--- src/sv/priority_outbox_three_lane_core_assert.svh ---
// Assertion macros shared by the outbox modules.
`ifndef PRIORITY_OUTBOX_THREE_LANE_CORE_ASSERT_SVH
`define PRIORITY_OUTBOX_THREE_LANE_CORE_ASSERT_SVH

// The consequent must hold in the same cycle as the antecedent.
`define POB_ASSERT_IMPLIES(lbl, clk, rst_n, ante, cons) \
    lbl: assert property (@(posedge clk) disable iff (!rst_n) (ante) |-> (cons)) \
        else $error("outbox assertion failed");

// The consequent must hold in the cycle after the antecedent.
`define POB_ASSERT_NEXT(lbl, clk, rst_n, ante, cons) \
    lbl: assert property (@(posedge clk) disable iff (!rst_n) (ante) |=> (cons)) \
        else $error("outbox assertion failed");

`endif

--- src/sv/pob_pkg.sv ---
`timescale 1ns / 1ps

package pob_pkg;

    // Default ring depths.
    localparam int RESP_DEPTH_DEF = 16;
    localparam int CHAT_DEPTH_DEF = 16;

    // Field widths.
    localparam int ACT_W    = 3;
    localparam int HANDLE_W = 32;
    localparam int LENGTH_W = 16;
    localparam int LANE_W   = 2;
    localparam int DROPS_W  = 32;
    localparam int ENTRY_W  = HANDLE_W + LENGTH_W;

    // Action codes.
    localparam logic [ACT_W-1:0] ACT_PUSH_RESP  = 3'd0;
    localparam logic [ACT_W-1:0] ACT_PUSH_STATE = 3'd1;
    localparam logic [ACT_W-1:0] ACT_PUSH_CHAT  = 3'd2;
    localparam logic [ACT_W-1:0] ACT_POP        = 3'd3;
    localparam logic [ACT_W-1:0] ACT_DROP_ROOM  = 3'd4;
    localparam logic [ACT_W-1:0] ACT_CLOSE      = 3'd5;

    // Lane codes of a popped word.
    localparam logic [LANE_W-1:0] LANE_RESP  = 2'd0;
    localparam logic [LANE_W-1:0] LANE_CHAT  = 2'd1;
    localparam logic [LANE_W-1:0] LANE_STATE = 2'd2;

    // Commands from the controller to the datapath.
    typedef struct packed {
        logic capture;
        logic exec;
        logic fetch;
    } ctrl_cmd_t;

    // Status from the datapath to the controller.
    typedef struct packed {
        logic mem_pop;
    } dp_stat_t;

endpackage

--- src/sv/priority_outbox_three_lane_core.sv ---
`timescale 1ns / 1ps

// Three-lane priority outbox. A command word is taken on a rising edge with start high
// and busy low; its result appears on the result ports, marked by done, which is high for
// exactly one cycle, and must be captured then because the receiver cannot stall the
// block. Pushes, drop-room, close, state-lane pops and empty pops go through the execute
// state to the done strobe; a pop served from a response or chat ring adds a read state,
// for the registered read port of the ring memory. busy stays high until the result is
// registered, so a new word may be started in the same cycle that done is high.
module priority_outbox_three_lane_core #(
    parameter int RESP_DEPTH = pob_pkg::RESP_DEPTH_DEF,
    parameter int CHAT_DEPTH = pob_pkg::CHAT_DEPTH_DEF
) (
    input  logic                          clk,
    input  logic                          rst_n,
    input  logic                          start,
    output logic                          busy,
    output logic                          done,
    input  logic [pob_pkg::ACT_W-1:0]     action,
    input  logic [pob_pkg::HANDLE_W-1:0]  handle,
    input  logic [pob_pkg::LENGTH_W-1:0]  length,
    output logic                          status,
    output logic                          out_valid,
    output logic [pob_pkg::HANDLE_W-1:0]  out_handle,
    output logic [pob_pkg::LENGTH_W-1:0]  out_length,
    output logic [pob_pkg::LANE_W-1:0]    out_lane,
    output logic                          idle,
    output logic                          overflowed,
    output logic                          closed_flag,
    output logic [pob_pkg::DROPS_W-1:0]   chat_drops
);

    pob_pkg::ctrl_cmd_t cmd;
    pob_pkg::dp_stat_t  stat;

    // Sequencer.
    pob_ctrl u_ctrl (
        .clk   (clk),
        .rst_n (rst_n),
        .start (start),
        .busy  (busy),
        .done  (done),
        .cmd   (cmd),
        .stat  (stat)
    );

    // Lane state, ring memories and result registers.
    pob_dp #(
        .RESP_DEPTH (RESP_DEPTH),
        .CHAT_DEPTH (CHAT_DEPTH)
    ) u_dp (
        .clk         (clk),
        .rst_n       (rst_n),
        .cmd         (cmd),
        .stat        (stat),
        .action      (action),
        .handle      (handle),
        .length      (length),
        .status      (status),
        .out_valid   (out_valid),
        .out_handle  (out_handle),
        .out_length  (out_length),
        .out_lane    (out_lane),
        .idle        (idle),
        .overflowed  (overflowed),
        .closed_flag (closed_flag),
        .chat_drops  (chat_drops)
    );

endmodule

--- src/sv/pob_ram.sv ---
`timescale 1ns / 1ps

module pob_ram #(
    parameter int WIDTH = 8,
    parameter int DEPTH = 16,
    localparam int AW = (DEPTH > 1) ? $clog2(DEPTH) : 1
) (
    input  logic             clk,
    input  logic             we,
    input  logic [AW-1:0]    waddr,
    input  logic [WIDTH-1:0] wdata,
    input  logic             re,
    input  logic [AW-1:0]    raddr,
    output logic [WIDTH-1:0] rdata
);

    logic [WIDTH-1:0] mem [DEPTH];
    logic [WIDTH-1:0] rdata_reg;

    // Single write port.
    always_ff @(posedge clk)
    begin
        if (we)
        begin
            mem[waddr] <= wdata;
        end
    end

    // Registered read port.
    always_ff @(posedge clk)
    begin
        if (re)
        begin
            rdata_reg <= mem[raddr];
        end
    end

    assign rdata = rdata_reg;

endmodule

--- src/sv/pob_ctrl.sv ---
`timescale 1ns / 1ps
`include "priority_outbox_three_lane_core_assert.svh"

module pob_ctrl (
    input  logic               clk,
    input  logic               rst_n,
    input  logic               start,
    output logic               busy,
    output logic               done,
    output pob_pkg::ctrl_cmd_t cmd,
    input  pob_pkg::dp_stat_t  stat
);

    typedef enum logic [2:0] {
        S_IDLE = 3'b001,
        S_EXEC = 3'b010,
        S_READ = 3'b100
    } state_t;

    state_t state_reg, state_next;
    logic   done_reg, done_next;

    // Next-state logic and command decode.
    always_comb
    begin
        state_next  = state_reg;
        done_next   = 1'b0;
        cmd.capture = 1'b0;
        cmd.exec    = 1'b0;
        cmd.fetch   = 1'b0;
        unique case (state_reg)
            S_IDLE:
            begin
                if (start)
                begin
                    cmd.capture = 1'b1;
                    state_next  = S_EXEC;
                end
            end
            S_EXEC:
            begin
                cmd.exec = 1'b1;
                if (stat.mem_pop)
                begin
                    state_next = S_READ;
                end
                else
                begin
                    done_next  = 1'b1;
                    state_next = S_IDLE;
                end
            end
            S_READ:
            begin
                cmd.fetch  = 1'b1;
                done_next  = 1'b1;
                state_next = S_IDLE;
            end
            default:
            begin
                state_next = S_IDLE;
            end
        endcase
    end

    // State and strobe registers.
    always_ff @(posedge clk or negedge rst_n)
    begin
        if (!rst_n)
        begin
            state_reg <= S_IDLE;
            done_reg  <= 1'b0;
        end
        else
        begin
            state_reg <= state_next;
            done_reg  <= done_next;
        end
    end

    assign busy = (state_reg != S_IDLE);
    assign done = done_reg;

    // A done strobe is always followed by done low, and a read always follows an execute.
    `POB_ASSERT_NEXT(a_done_single, clk, rst_n, done_reg, !done_reg)
    `POB_ASSERT_IMPLIES(a_read_after_exec, clk, rst_n, state_reg == S_READ,
                        $past(state_reg == S_EXEC))

endmodule

--- src/sv/pob_dp.sv ---
`timescale 1ns / 1ps
`include "priority_outbox_three_lane_core_assert.svh"

module pob_dp #(
    parameter int RESP_DEPTH = pob_pkg::RESP_DEPTH_DEF,
    parameter int CHAT_DEPTH = pob_pkg::CHAT_DEPTH_DEF
) (
    input  logic                          clk,
    input  logic                          rst_n,
    input  pob_pkg::ctrl_cmd_t            cmd,
    output pob_pkg::dp_stat_t             stat,
    input  logic [pob_pkg::ACT_W-1:0]     action,
    input  logic [pob_pkg::HANDLE_W-1:0]  handle,
    input  logic [pob_pkg::LENGTH_W-1:0]  length,
    output logic                          status,
    output logic                          out_valid,
    output logic [pob_pkg::HANDLE_W-1:0]  out_handle,
    output logic [pob_pkg::LENGTH_W-1:0]  out_length,
    output logic [pob_pkg::LANE_W-1:0]    out_lane,
    output logic                          idle,
    output logic                          overflowed,
    output logic                          closed_flag,
    output logic [pob_pkg::DROPS_W-1:0]   chat_drops
);

    localparam int RPW = (RESP_DEPTH > 1) ? $clog2(RESP_DEPTH) : 1;
    localparam int RCW = $clog2(RESP_DEPTH + 1);
    localparam int RSW = RCW + 1;
    localparam int CPW = (CHAT_DEPTH > 1) ? $clog2(CHAT_DEPTH) : 1;
    localparam int CCW = $clog2(CHAT_DEPTH + 1);
    localparam int CSW = CCW + 1;

    localparam logic [RPW-1:0] RESP_LAST = RPW'(RESP_DEPTH - 1);
    localparam logic [RCW-1:0] RESP_FULL = RCW'(RESP_DEPTH);
    localparam logic [RSW-1:0] RESP_MOD  = RSW'(RESP_DEPTH);
    localparam logic [CPW-1:0] CHAT_LAST = CPW'(CHAT_DEPTH - 1);
    localparam logic [CCW-1:0] CHAT_FULL = CCW'(CHAT_DEPTH);
    localparam logic [CSW-1:0] CHAT_MOD  = CSW'(CHAT_DEPTH);

    // Captured command word.
    logic [pob_pkg::ACT_W-1:0]    act_reg;
    logic [pob_pkg::HANDLE_W-1:0] hnd_reg;
    logic [pob_pkg::LENGTH_W-1:0] len_reg;

    // Lane state.
    logic [RPW-1:0]               resp_head_reg, resp_head_next;
    logic [RCW-1:0]               resp_count_reg, resp_count_next;
    logic [CPW-1:0]               chat_head_reg, chat_head_next;
    logic [CCW-1:0]               chat_count_reg, chat_count_next;
    logic [pob_pkg::DROPS_W-1:0]  drops_reg, drops_next;
    logic [pob_pkg::HANDLE_W-1:0] mb_handle_reg, mb_handle_next;
    logic [pob_pkg::LENGTH_W-1:0] mb_length_reg, mb_length_next;
    logic                         mb_pending_reg, mb_pending_next;
    logic                         overflow_reg, overflow_next;
    logic                         closed_reg, closed_next;

    // Result registers.
    logic                         status_reg, status_next;
    logic                         out_valid_reg, out_valid_next;
    logic [pob_pkg::HANDLE_W-1:0] out_handle_reg, out_handle_next;
    logic [pob_pkg::LENGTH_W-1:0] out_length_reg, out_length_next;
    logic [pob_pkg::LANE_W-1:0]   out_lane_reg, out_lane_next;

    // Ring memory ports.
    logic                        resp_we, resp_re, chat_we, chat_re;
    logic [RPW-1:0]              resp_tail;
    logic [CPW-1:0]              chat_tail;
    logic [pob_pkg::ENTRY_W-1:0] resp_rdata, chat_rdata;
    logic [RSW-1:0]              resp_sum;
    logic [CSW-1:0]              chat_sum;
    logic [RPW-1:0]              resp_head_inc;
    logic [CPW-1:0]              chat_head_inc;
    logic                        resp_full, chat_full, push_ok, is_pop;

    // Capture the command word on acceptance.
    always_ff @(posedge clk)
    begin
        if (cmd.capture)
        begin
            act_reg <= action;
            hnd_reg <= handle;
            len_reg <= length;
        end
    end

    // Ring pointer arithmetic: tail is head plus count, wrapped once.
    always_comb
    begin
        resp_full     = (resp_count_reg == RESP_FULL);
        chat_full     = (chat_count_reg == CHAT_FULL);
        resp_sum      = RSW'(resp_head_reg) + RSW'(resp_count_reg);
        chat_sum      = CSW'(chat_head_reg) + CSW'(chat_count_reg);
        if (resp_sum >= RESP_MOD)
        begin
            resp_sum = resp_sum - RESP_MOD;
        end
        if (chat_sum >= CHAT_MOD)
        begin
            chat_sum = chat_sum - CHAT_MOD;
        end
        resp_tail     = resp_sum[RPW-1:0];
        // A full chat ring overwrites its oldest entry, which sits at the head.
        chat_tail     = chat_full ? chat_head_reg : chat_sum[CPW-1:0];
        resp_head_inc = (resp_head_reg == RESP_LAST) ? '0 : resp_head_reg + 1'b1;
        chat_head_inc = (chat_head_reg == CHAT_LAST) ? '0 : chat_head_reg + 1'b1;
        push_ok       = (hnd_reg != '0) && !closed_reg;
        is_pop        = (act_reg == pob_pkg::ACT_POP);
    end

    assign stat.mem_pop = is_pop && ((resp_count_reg != '0) || (chat_count_reg != '0));

    // Execute one command word.
    always_comb
    begin
        resp_head_next  = resp_head_reg;
        resp_count_next = resp_count_reg;
        chat_head_next  = chat_head_reg;
        chat_count_next = chat_count_reg;
        drops_next      = drops_reg;
        mb_handle_next  = mb_handle_reg;
        mb_length_next  = mb_length_reg;
        mb_pending_next = mb_pending_reg;
        overflow_next   = overflow_reg;
        closed_next     = closed_reg;
        status_next     = status_reg;
        out_valid_next  = out_valid_reg;
        out_handle_next = out_handle_reg;
        out_length_next = out_length_reg;
        out_lane_next   = out_lane_reg;
        resp_we         = 1'b0;
        chat_we         = 1'b0;
        resp_re         = 1'b0;
        chat_re         = 1'b0;

        if (cmd.exec)
        begin
            status_next     = 1'b1;
            out_valid_next  = 1'b0;
            out_handle_next = '0;
            out_length_next = '0;
            out_lane_next   = pob_pkg::LANE_RESP;
            unique case (act_reg)
                pob_pkg::ACT_PUSH_RESP:
                begin
                    if (push_ok)
                    begin
                        if (resp_full)
                        begin
                            overflow_next = 1'b1;
                        end
                        else
                        begin
                            resp_we         = 1'b1;
                            resp_count_next = resp_count_reg + 1'b1;
                            status_next     = 1'b0;
                        end
                    end
                end
                pob_pkg::ACT_PUSH_STATE:
                begin
                    if (push_ok)
                    begin
                        mb_handle_next  = hnd_reg;
                        mb_length_next  = len_reg;
                        mb_pending_next = 1'b1;
                        status_next     = 1'b0;
                    end
                end
                pob_pkg::ACT_PUSH_CHAT:
                begin
                    if (push_ok)
                    begin
                        chat_we     = 1'b1;
                        status_next = 1'b0;
                        if (chat_full)
                        begin
                            chat_head_next = chat_head_inc;
                            if (drops_reg != '1)
                            begin
                                drops_next = drops_reg + 1'b1;
                            end
                        end
                        else
                        begin
                            chat_count_next = chat_count_reg + 1'b1;
                        end
                    end
                end
                pob_pkg::ACT_POP:
                begin
                    // Strict priority: response, then chat, then state.
                    if (resp_count_reg != '0)
                    begin
                        resp_re         = 1'b1;
                        resp_head_next  = resp_head_inc;
                        resp_count_next = resp_count_reg - 1'b1;
                        status_next     = 1'b0;
                        out_valid_next  = 1'b1;
                        out_lane_next   = pob_pkg::LANE_RESP;
                    end
                    else if (chat_count_reg != '0)
                    begin
                        chat_re         = 1'b1;
                        chat_head_next  = chat_head_inc;
                        chat_count_next = chat_count_reg - 1'b1;
                        status_next     = 1'b0;
                        out_valid_next  = 1'b1;
                        out_lane_next   = pob_pkg::LANE_CHAT;
                    end
                    else if (mb_pending_reg)
                    begin
                        out_handle_next = mb_handle_reg;
                        out_length_next = mb_length_reg;
                        out_lane_next   = pob_pkg::LANE_STATE;
                        status_next     = 1'b0;
                        out_valid_next  = 1'b1;
                        mb_handle_next  = '0;
                        mb_length_next  = '0;
                        mb_pending_next = 1'b0;
                    end
                end
                pob_pkg::ACT_DROP_ROOM:
                begin
                    chat_head_next  = '0;
                    chat_count_next = '0;
                    mb_handle_next  = '0;
                    mb_length_next  = '0;
                    mb_pending_next = 1'b0;
                    status_next     = 1'b0;
                end
                pob_pkg::ACT_CLOSE:
                begin
                    closed_next     = 1'b1;
                    resp_head_next  = '0;
                    resp_count_next = '0;
                    chat_head_next  = '0;
                    chat_count_next = '0;
                    mb_handle_next  = '0;
                    mb_length_next  = '0;
                    mb_pending_next = 1'b0;
                    status_next     = 1'b0;
                end
                default:
                begin
                    status_next = 1'b1;
                end
            endcase
        end
        else if (cmd.fetch)
        begin
            // Ring data comes from the registered read port, read during the execute state.
            if (out_lane_reg == pob_pkg::LANE_RESP)
            begin
                out_handle_next = resp_rdata[pob_pkg::ENTRY_W-1:pob_pkg::LENGTH_W];
                out_length_next = resp_rdata[pob_pkg::LENGTH_W-1:0];
            end
            else
            begin
                out_handle_next = chat_rdata[pob_pkg::ENTRY_W-1:pob_pkg::LENGTH_W];
                out_length_next = chat_rdata[pob_pkg::LENGTH_W-1:0];
            end
        end
    end

    // State and result registers.
    always_ff @(posedge clk or negedge rst_n)
    begin
        if (!rst_n)
        begin
            resp_head_reg  <= '0;
            resp_count_reg <= '0;
            chat_head_reg  <= '0;
            chat_count_reg <= '0;
            drops_reg      <= '0;
            mb_handle_reg  <= '0;
            mb_length_reg  <= '0;
            mb_pending_reg <= 1'b0;
            overflow_reg   <= 1'b0;
            closed_reg     <= 1'b0;
            status_reg     <= 1'b0;
            out_valid_reg  <= 1'b0;
            out_handle_reg <= '0;
            out_length_reg <= '0;
            out_lane_reg   <= '0;
        end
        else
        begin
            resp_head_reg  <= resp_head_next;
            resp_count_reg <= resp_count_next;
            chat_head_reg  <= chat_head_next;
            chat_count_reg <= chat_count_next;
            drops_reg      <= drops_next;
            mb_handle_reg  <= mb_handle_next;
            mb_length_reg  <= mb_length_next;
            mb_pending_reg <= mb_pending_next;
            overflow_reg   <= overflow_next;
            closed_reg     <= closed_next;
            status_reg     <= status_next;
            out_valid_reg  <= out_valid_next;
            out_handle_reg <= out_handle_next;
            out_length_reg <= out_length_next;
            out_lane_reg   <= out_lane_next;
        end
    end

    // Response ring storage.
    pob_ram #(
        .WIDTH (pob_pkg::ENTRY_W),
        .DEPTH (RESP_DEPTH)
    ) u_resp_ram (
        .clk   (clk),
        .we    (resp_we),
        .waddr (resp_tail),
        .wdata ({hnd_reg, len_reg}),
        .re    (resp_re),
        .raddr (resp_head_reg),
        .rdata (resp_rdata)
    );

    // Chat ring storage.
    pob_ram #(
        .WIDTH (pob_pkg::ENTRY_W),
        .DEPTH (CHAT_DEPTH)
    ) u_chat_ram (
        .clk   (clk),
        .we    (chat_we),
        .waddr (chat_tail),
        .wdata ({hnd_reg, len_reg}),
        .re    (chat_re),
        .raddr (chat_head_reg),
        .rdata (chat_rdata)
    );

    assign status      = status_reg;
    assign out_valid   = out_valid_reg;
    assign out_handle  = out_handle_reg;
    assign out_length  = out_length_reg;
    assign out_lane    = out_lane_reg;
    assign idle        = (resp_count_reg == '0) && (chat_count_reg == '0) && !mb_pending_reg;
    assign overflowed  = overflow_reg;
    assign closed_flag = closed_reg;
    assign chat_drops  = drops_reg;

    // Counts stay within the rings, and a closed outbox holds nothing.
    `POB_ASSERT_IMPLIES(a_resp_bound, clk, rst_n, 1'b1, resp_count_reg <= RESP_FULL)
    `POB_ASSERT_IMPLIES(a_chat_bound, clk, rst_n, 1'b1, chat_count_reg <= CHAT_FULL)
    `POB_ASSERT_IMPLIES(a_closed_empty, clk, rst_n, closed_reg,
                        (resp_count_reg == '0) && (chat_count_reg == '0) && !mb_pending_reg)

endmodule
--- config.mk ---
export PLATFORM = sky130hd
export DESIGN_NAME = priority_outbox_three_lane_core
export DESIGN_NICKNAME = d
export VERILOG_FILES = /design/src/sv/pob_pkg.sv /design/src/sv/priority_outbox_three_lane_core.sv /design/src/sv/pob_ram.sv /design/src/sv/pob_ctrl.sv /design/src/sv/pob_dp.sv
export VERILOG_INCLUDE_DIRS = /design/src /design/src/sv
export SDC_FILE = /design/constraint.sdc
export NUM_CORES = 2
export LEC_CHECK = 0
export BUFFER_PORTS_ARGS = -buffer_cell sky130_fd_sc_hd__buf_2
export CAP_MARGIN = 20
export CORE_ASPECT_RATIO = 1.2
export CORE_MARGIN = 2
export CORE_UTILIZATION = 45
export DETAILED_ROUTE_END_ITERATION = 7
export GPL_TIMING_DRIVEN = 0
export PLACE_DENSITY = 0.69
export SKIP_LAST_GASP = 1
export SYNTH_ARGS = -nofsm -noshare
export SYNTH_HDL_FRONTEND = slang
export SYNTH_SLANG_ARGS = --single-unit
--- constraint.sdc ---
create_clock -name clk -period 4.75 [get_ports clk]
set_clock_uncertainty 0.05 [all_clocks]
set_input_delay 0.95 -clock clk [delete_from_list [all_inputs] [get_ports clk]]
set_output_delay 0.95 -clock clk [all_outputs]
set_load 0.005 [all_outputs]
==> run_results.csv <==
group,metric,value,unit
timing,period_needed,4210,ps
yosys,synthArstFlopShare,0.0853,
timing,setup-violations-final,0,
grt,globalRouteOverflowTotal,0,
place,place_ws,404,ps
floorplanning,rows,160,
yosys,ys.flop_type,"edfxtp_1",
pwr,ir_drop,0.378,mV
timing,whs,255,ps
layout,drive_above_1_share,0.198,
drt,drtIter0Drc,4963,
layout,areaGrowthSynthToFinish,16.9,%
layout,reg_top3,"u_dp.u_chat_ram.mem: 768 flops, u_dp.u_resp_ram.mem: 768 flops",
drt,drt-wirelength-per-cell,28.3,um
drt,ant_nets,0,
critical_path,cp.arrival,4660,ps
floorplanning,die_h,440,um
drt,firstDrtPassIters,6,
clocking,post_cts_resized,0,
clocking,clk_latency,820,ps
critical_path,crit_chain,"clkbuf_1 > buf_2 > buf_2 > buf_2 > mux2i_1 > nand4b_1 > nor2_4 > buf_12 > buf_16",
yosys,synthDistinctLibCells,67,
grt,grt_max_degree,107,
critical_path,path_common_cell,"buf_2",
critical_path,cp_top_family,"buffers and inverters",
drt,wl,189000,um
critical_path,start_kind,"register",
critical_path,path_buf_inv,6,
critical_path,crit_path_max_incr_delay,720,ps
grt,grt_pass1_vias,39200,
critical_path,worstSetupPathDepth,9,
timing,hold_viol,0,
run,maxCapViolCount,0,
run_status,outcome,"completed",
yosys,synth_edf_count,1683,
clocking,cts_sinks,1840,
pwr,pwr_density_cell,481,nW/um2
floorplanning,ios,143,
place,port_buffers,142,
drt,vias,39800,
layout,utilization,0.528,
critical_path,critPathKind,"register to register",
clocking,htree_num_levels,4,
yosys,synth.ff_latch_count,1840,
hold_path,hold_depth,1,
timing,worst_slack,540,ps
layout,final_cell_mix,"edfxtp_1 (1683), o21ai_0 (292), mux2i_1 (291)",
layout,layout_commonest_cell,"edfxtp_1",
timing,rsz0062_at_grt,"false",
clocking,cts_buffer_depth,3,
floorplanning,die_area,162000,um2
yosys,netlist_instances,3995,
timing,tightest_slew,1100,ps
clocking,cts_root_buf,"clkbuf_16",
critical_path,crit_fanout,18,
yosys,synth_fp_nets,4070,
floorplanning,core_area,158000,um2
clocking,cts-buffers-inserted,173,
grt,antenna_found_initial,7,
pwr,leakagePower,27.6,nW
timing,slew_viol_final,0,
critical_path,r2r_cells,9,
critical_path,cp-end-kind,"register",
drt,drc,0,
critical_path,crit_slowest_cell,"nor2_4",
grt,track_usage,0.233,
yosys,yosys_warnings,0,
floorplanning,start_util,0.452,
timing,max-slew-margin-rel,0.267,
timing,fmax,238,MHz
yosys,seq_area_frac_synth,0.764,
timing,fin_crit_sh,0.886,
clocking,cts_tree,"done",
place,gp_congestion,0.886,
yosys,mappedNetlistArea,71300,um2
layout,nNetsFinal,4513,
hold_path,hold_class,"input port to register",
layout,fillers,12200,
drt,vias_per_cell,5.95,
critical_path,required,5200,ps
yosys,syn_avg_cell_area,17.9,um2
place,hpwl,128000,um
clocking,path_clk_slew,60,ps
pwr,total_power,40.1,mW
floorplanning,die_w,367,um
grt,grt_pass1_wl,272000,um
-- cell families (layout without fill, tap and decap cells) --
family | count (synthesis) | count (layout) | share of synthesized area
other | 0 | 1 | 0
adders and majority gates | 21 | 21 | 0.00411
AOI/OAI and AO/OA | 737 | 737 | 0.0628
and+or+nand+nor | 500 | 500 | 0.0312
xor gates and xnor gates | 43 | 43 | 0.00528
buffers and inverters | 268 | 860 | 0.0151
DFF | 1840 | 1840 | 0.764
muxes | 586 | 586 | 0.118
-- what timing repair did --
item | CTS | global route
hold buffers | 1 | 0
setup endpoints to repair | 0 | 0
hold endpoints to repair | 51 | 0
setup buffers | 0 | 0
-- Yosys cell counts, types with 3 or more instances --
master    number  area [um2]
a21o_1        10        75.1
a21oi_1      203        1020
a221oi_1      97         850
a22o_1        12         105
a22oi_1       96         721
a31oi_1        5        31.3
and2_1         4        25.0
and3_1         7        43.8
buf_1         41         154
buf_2         38         190
buf_4          7        52.6
clkbuf_1     132         495
dfrtp_1      156        3900
edfxtp_1    1683       50500
fa_1           4        80.1
ha_1          17         213
inv_1         49         184
mux2_2       102        1150
mux2i_1      291        2910
mux4_2       192        4320
nand2_1      278        1040
nand2b_1      11        68.8
nand3_1       52         260
nand4_1        8        50.1
nor2_1        80         300
nor2b_1        6        37.5
nor3_1        18        90.1
nor4_1        12        75.1
o21ai_0      292        1460
o41ai_1        3        26.3
or2_2          3        18.8
or3_1          3        18.8
xnor2_1       10        87.6
xor2_1        33         289
-- report_power, final --
part | internal (mW) | total [mW] | switching, mW
clock | 7.84 | 13.8 | 6.01
combinational | 3.03 | 7.31 | 4.29
sequential | 18.4 | 18.9 | 0.536
total | 29.2 | 40.1 | 10.8
-- worst paths after layout --
check                                                       start                             endpoint  slack, ps
worst max-delay path            u_dp.chat_head_reg[0]$_DFFE_PN0P_  u_dp.u_chat_ram.mem[5][6]$_DFFE_PP_        540
worst min-delay path                                   handle[31]           u_dp.hnd_reg[31]$_DFFE_PP_        250
worst max register to register  u_dp.chat_head_reg[0]$_DFFE_PN0P_  u_dp.u_chat_ram.mem[5][6]$_DFFE_PP_        540
worst min register to register    u_dp.out_handle[30]$_DFFE_PN0P_      u_dp.out_handle[30]$_DFFE_PN0P_        420
max in group asynchronous                                   rst_n       u_dp.out_length[8]$_DFFE_PN0P_       3090
min in group asynchronous                                   rst_n       u_dp.chat_drops[1]$_DFFE_PN0P_        580
-- area by class of cell --
type | count | area, um2 | share of cell area
Sequential cell | 1840 | 54500 | 0.653
Multi-Input combinational cell | 1887 | 16000 | 0.192
Clock buffer | 237 | 4770 | 0.0572
Timing Repair Buffer | 268 | 3490 | 0.0418
Tap cell | 2106 | 2640 | 0.0316
Buffer | 218 | 892 | 0.0107
Clock inverter | 87 | 885 | 0.0106
Inverter | 50 | 188 | 0.00225
Antenna cell | 1 | 2.50 | 0.0000300
-- routing by layer --
metal	vias up	wire length (um)	GRT usage
met4	10	7600	0.0931
met2	2082	90100	0.372
met5	-	69	0
met1	20600	72700	0.305
li1	16800	-	-
met3	364	18900	0.0598
-- stage by stage --
step / cells / cell area [um2] / TNS (ps)
detailed placement: 6349 / 77400 / 0
CTS: 6674 / 83100 / 0
floorplan: 3995 / 71300 / 0
finish: 6694 / 83400 / 0
global route: 6694 / 83400 / 0
global placement: 6243 / 74700 / -3943980
No activity file was read; power rests on OpenSTA's default activity.
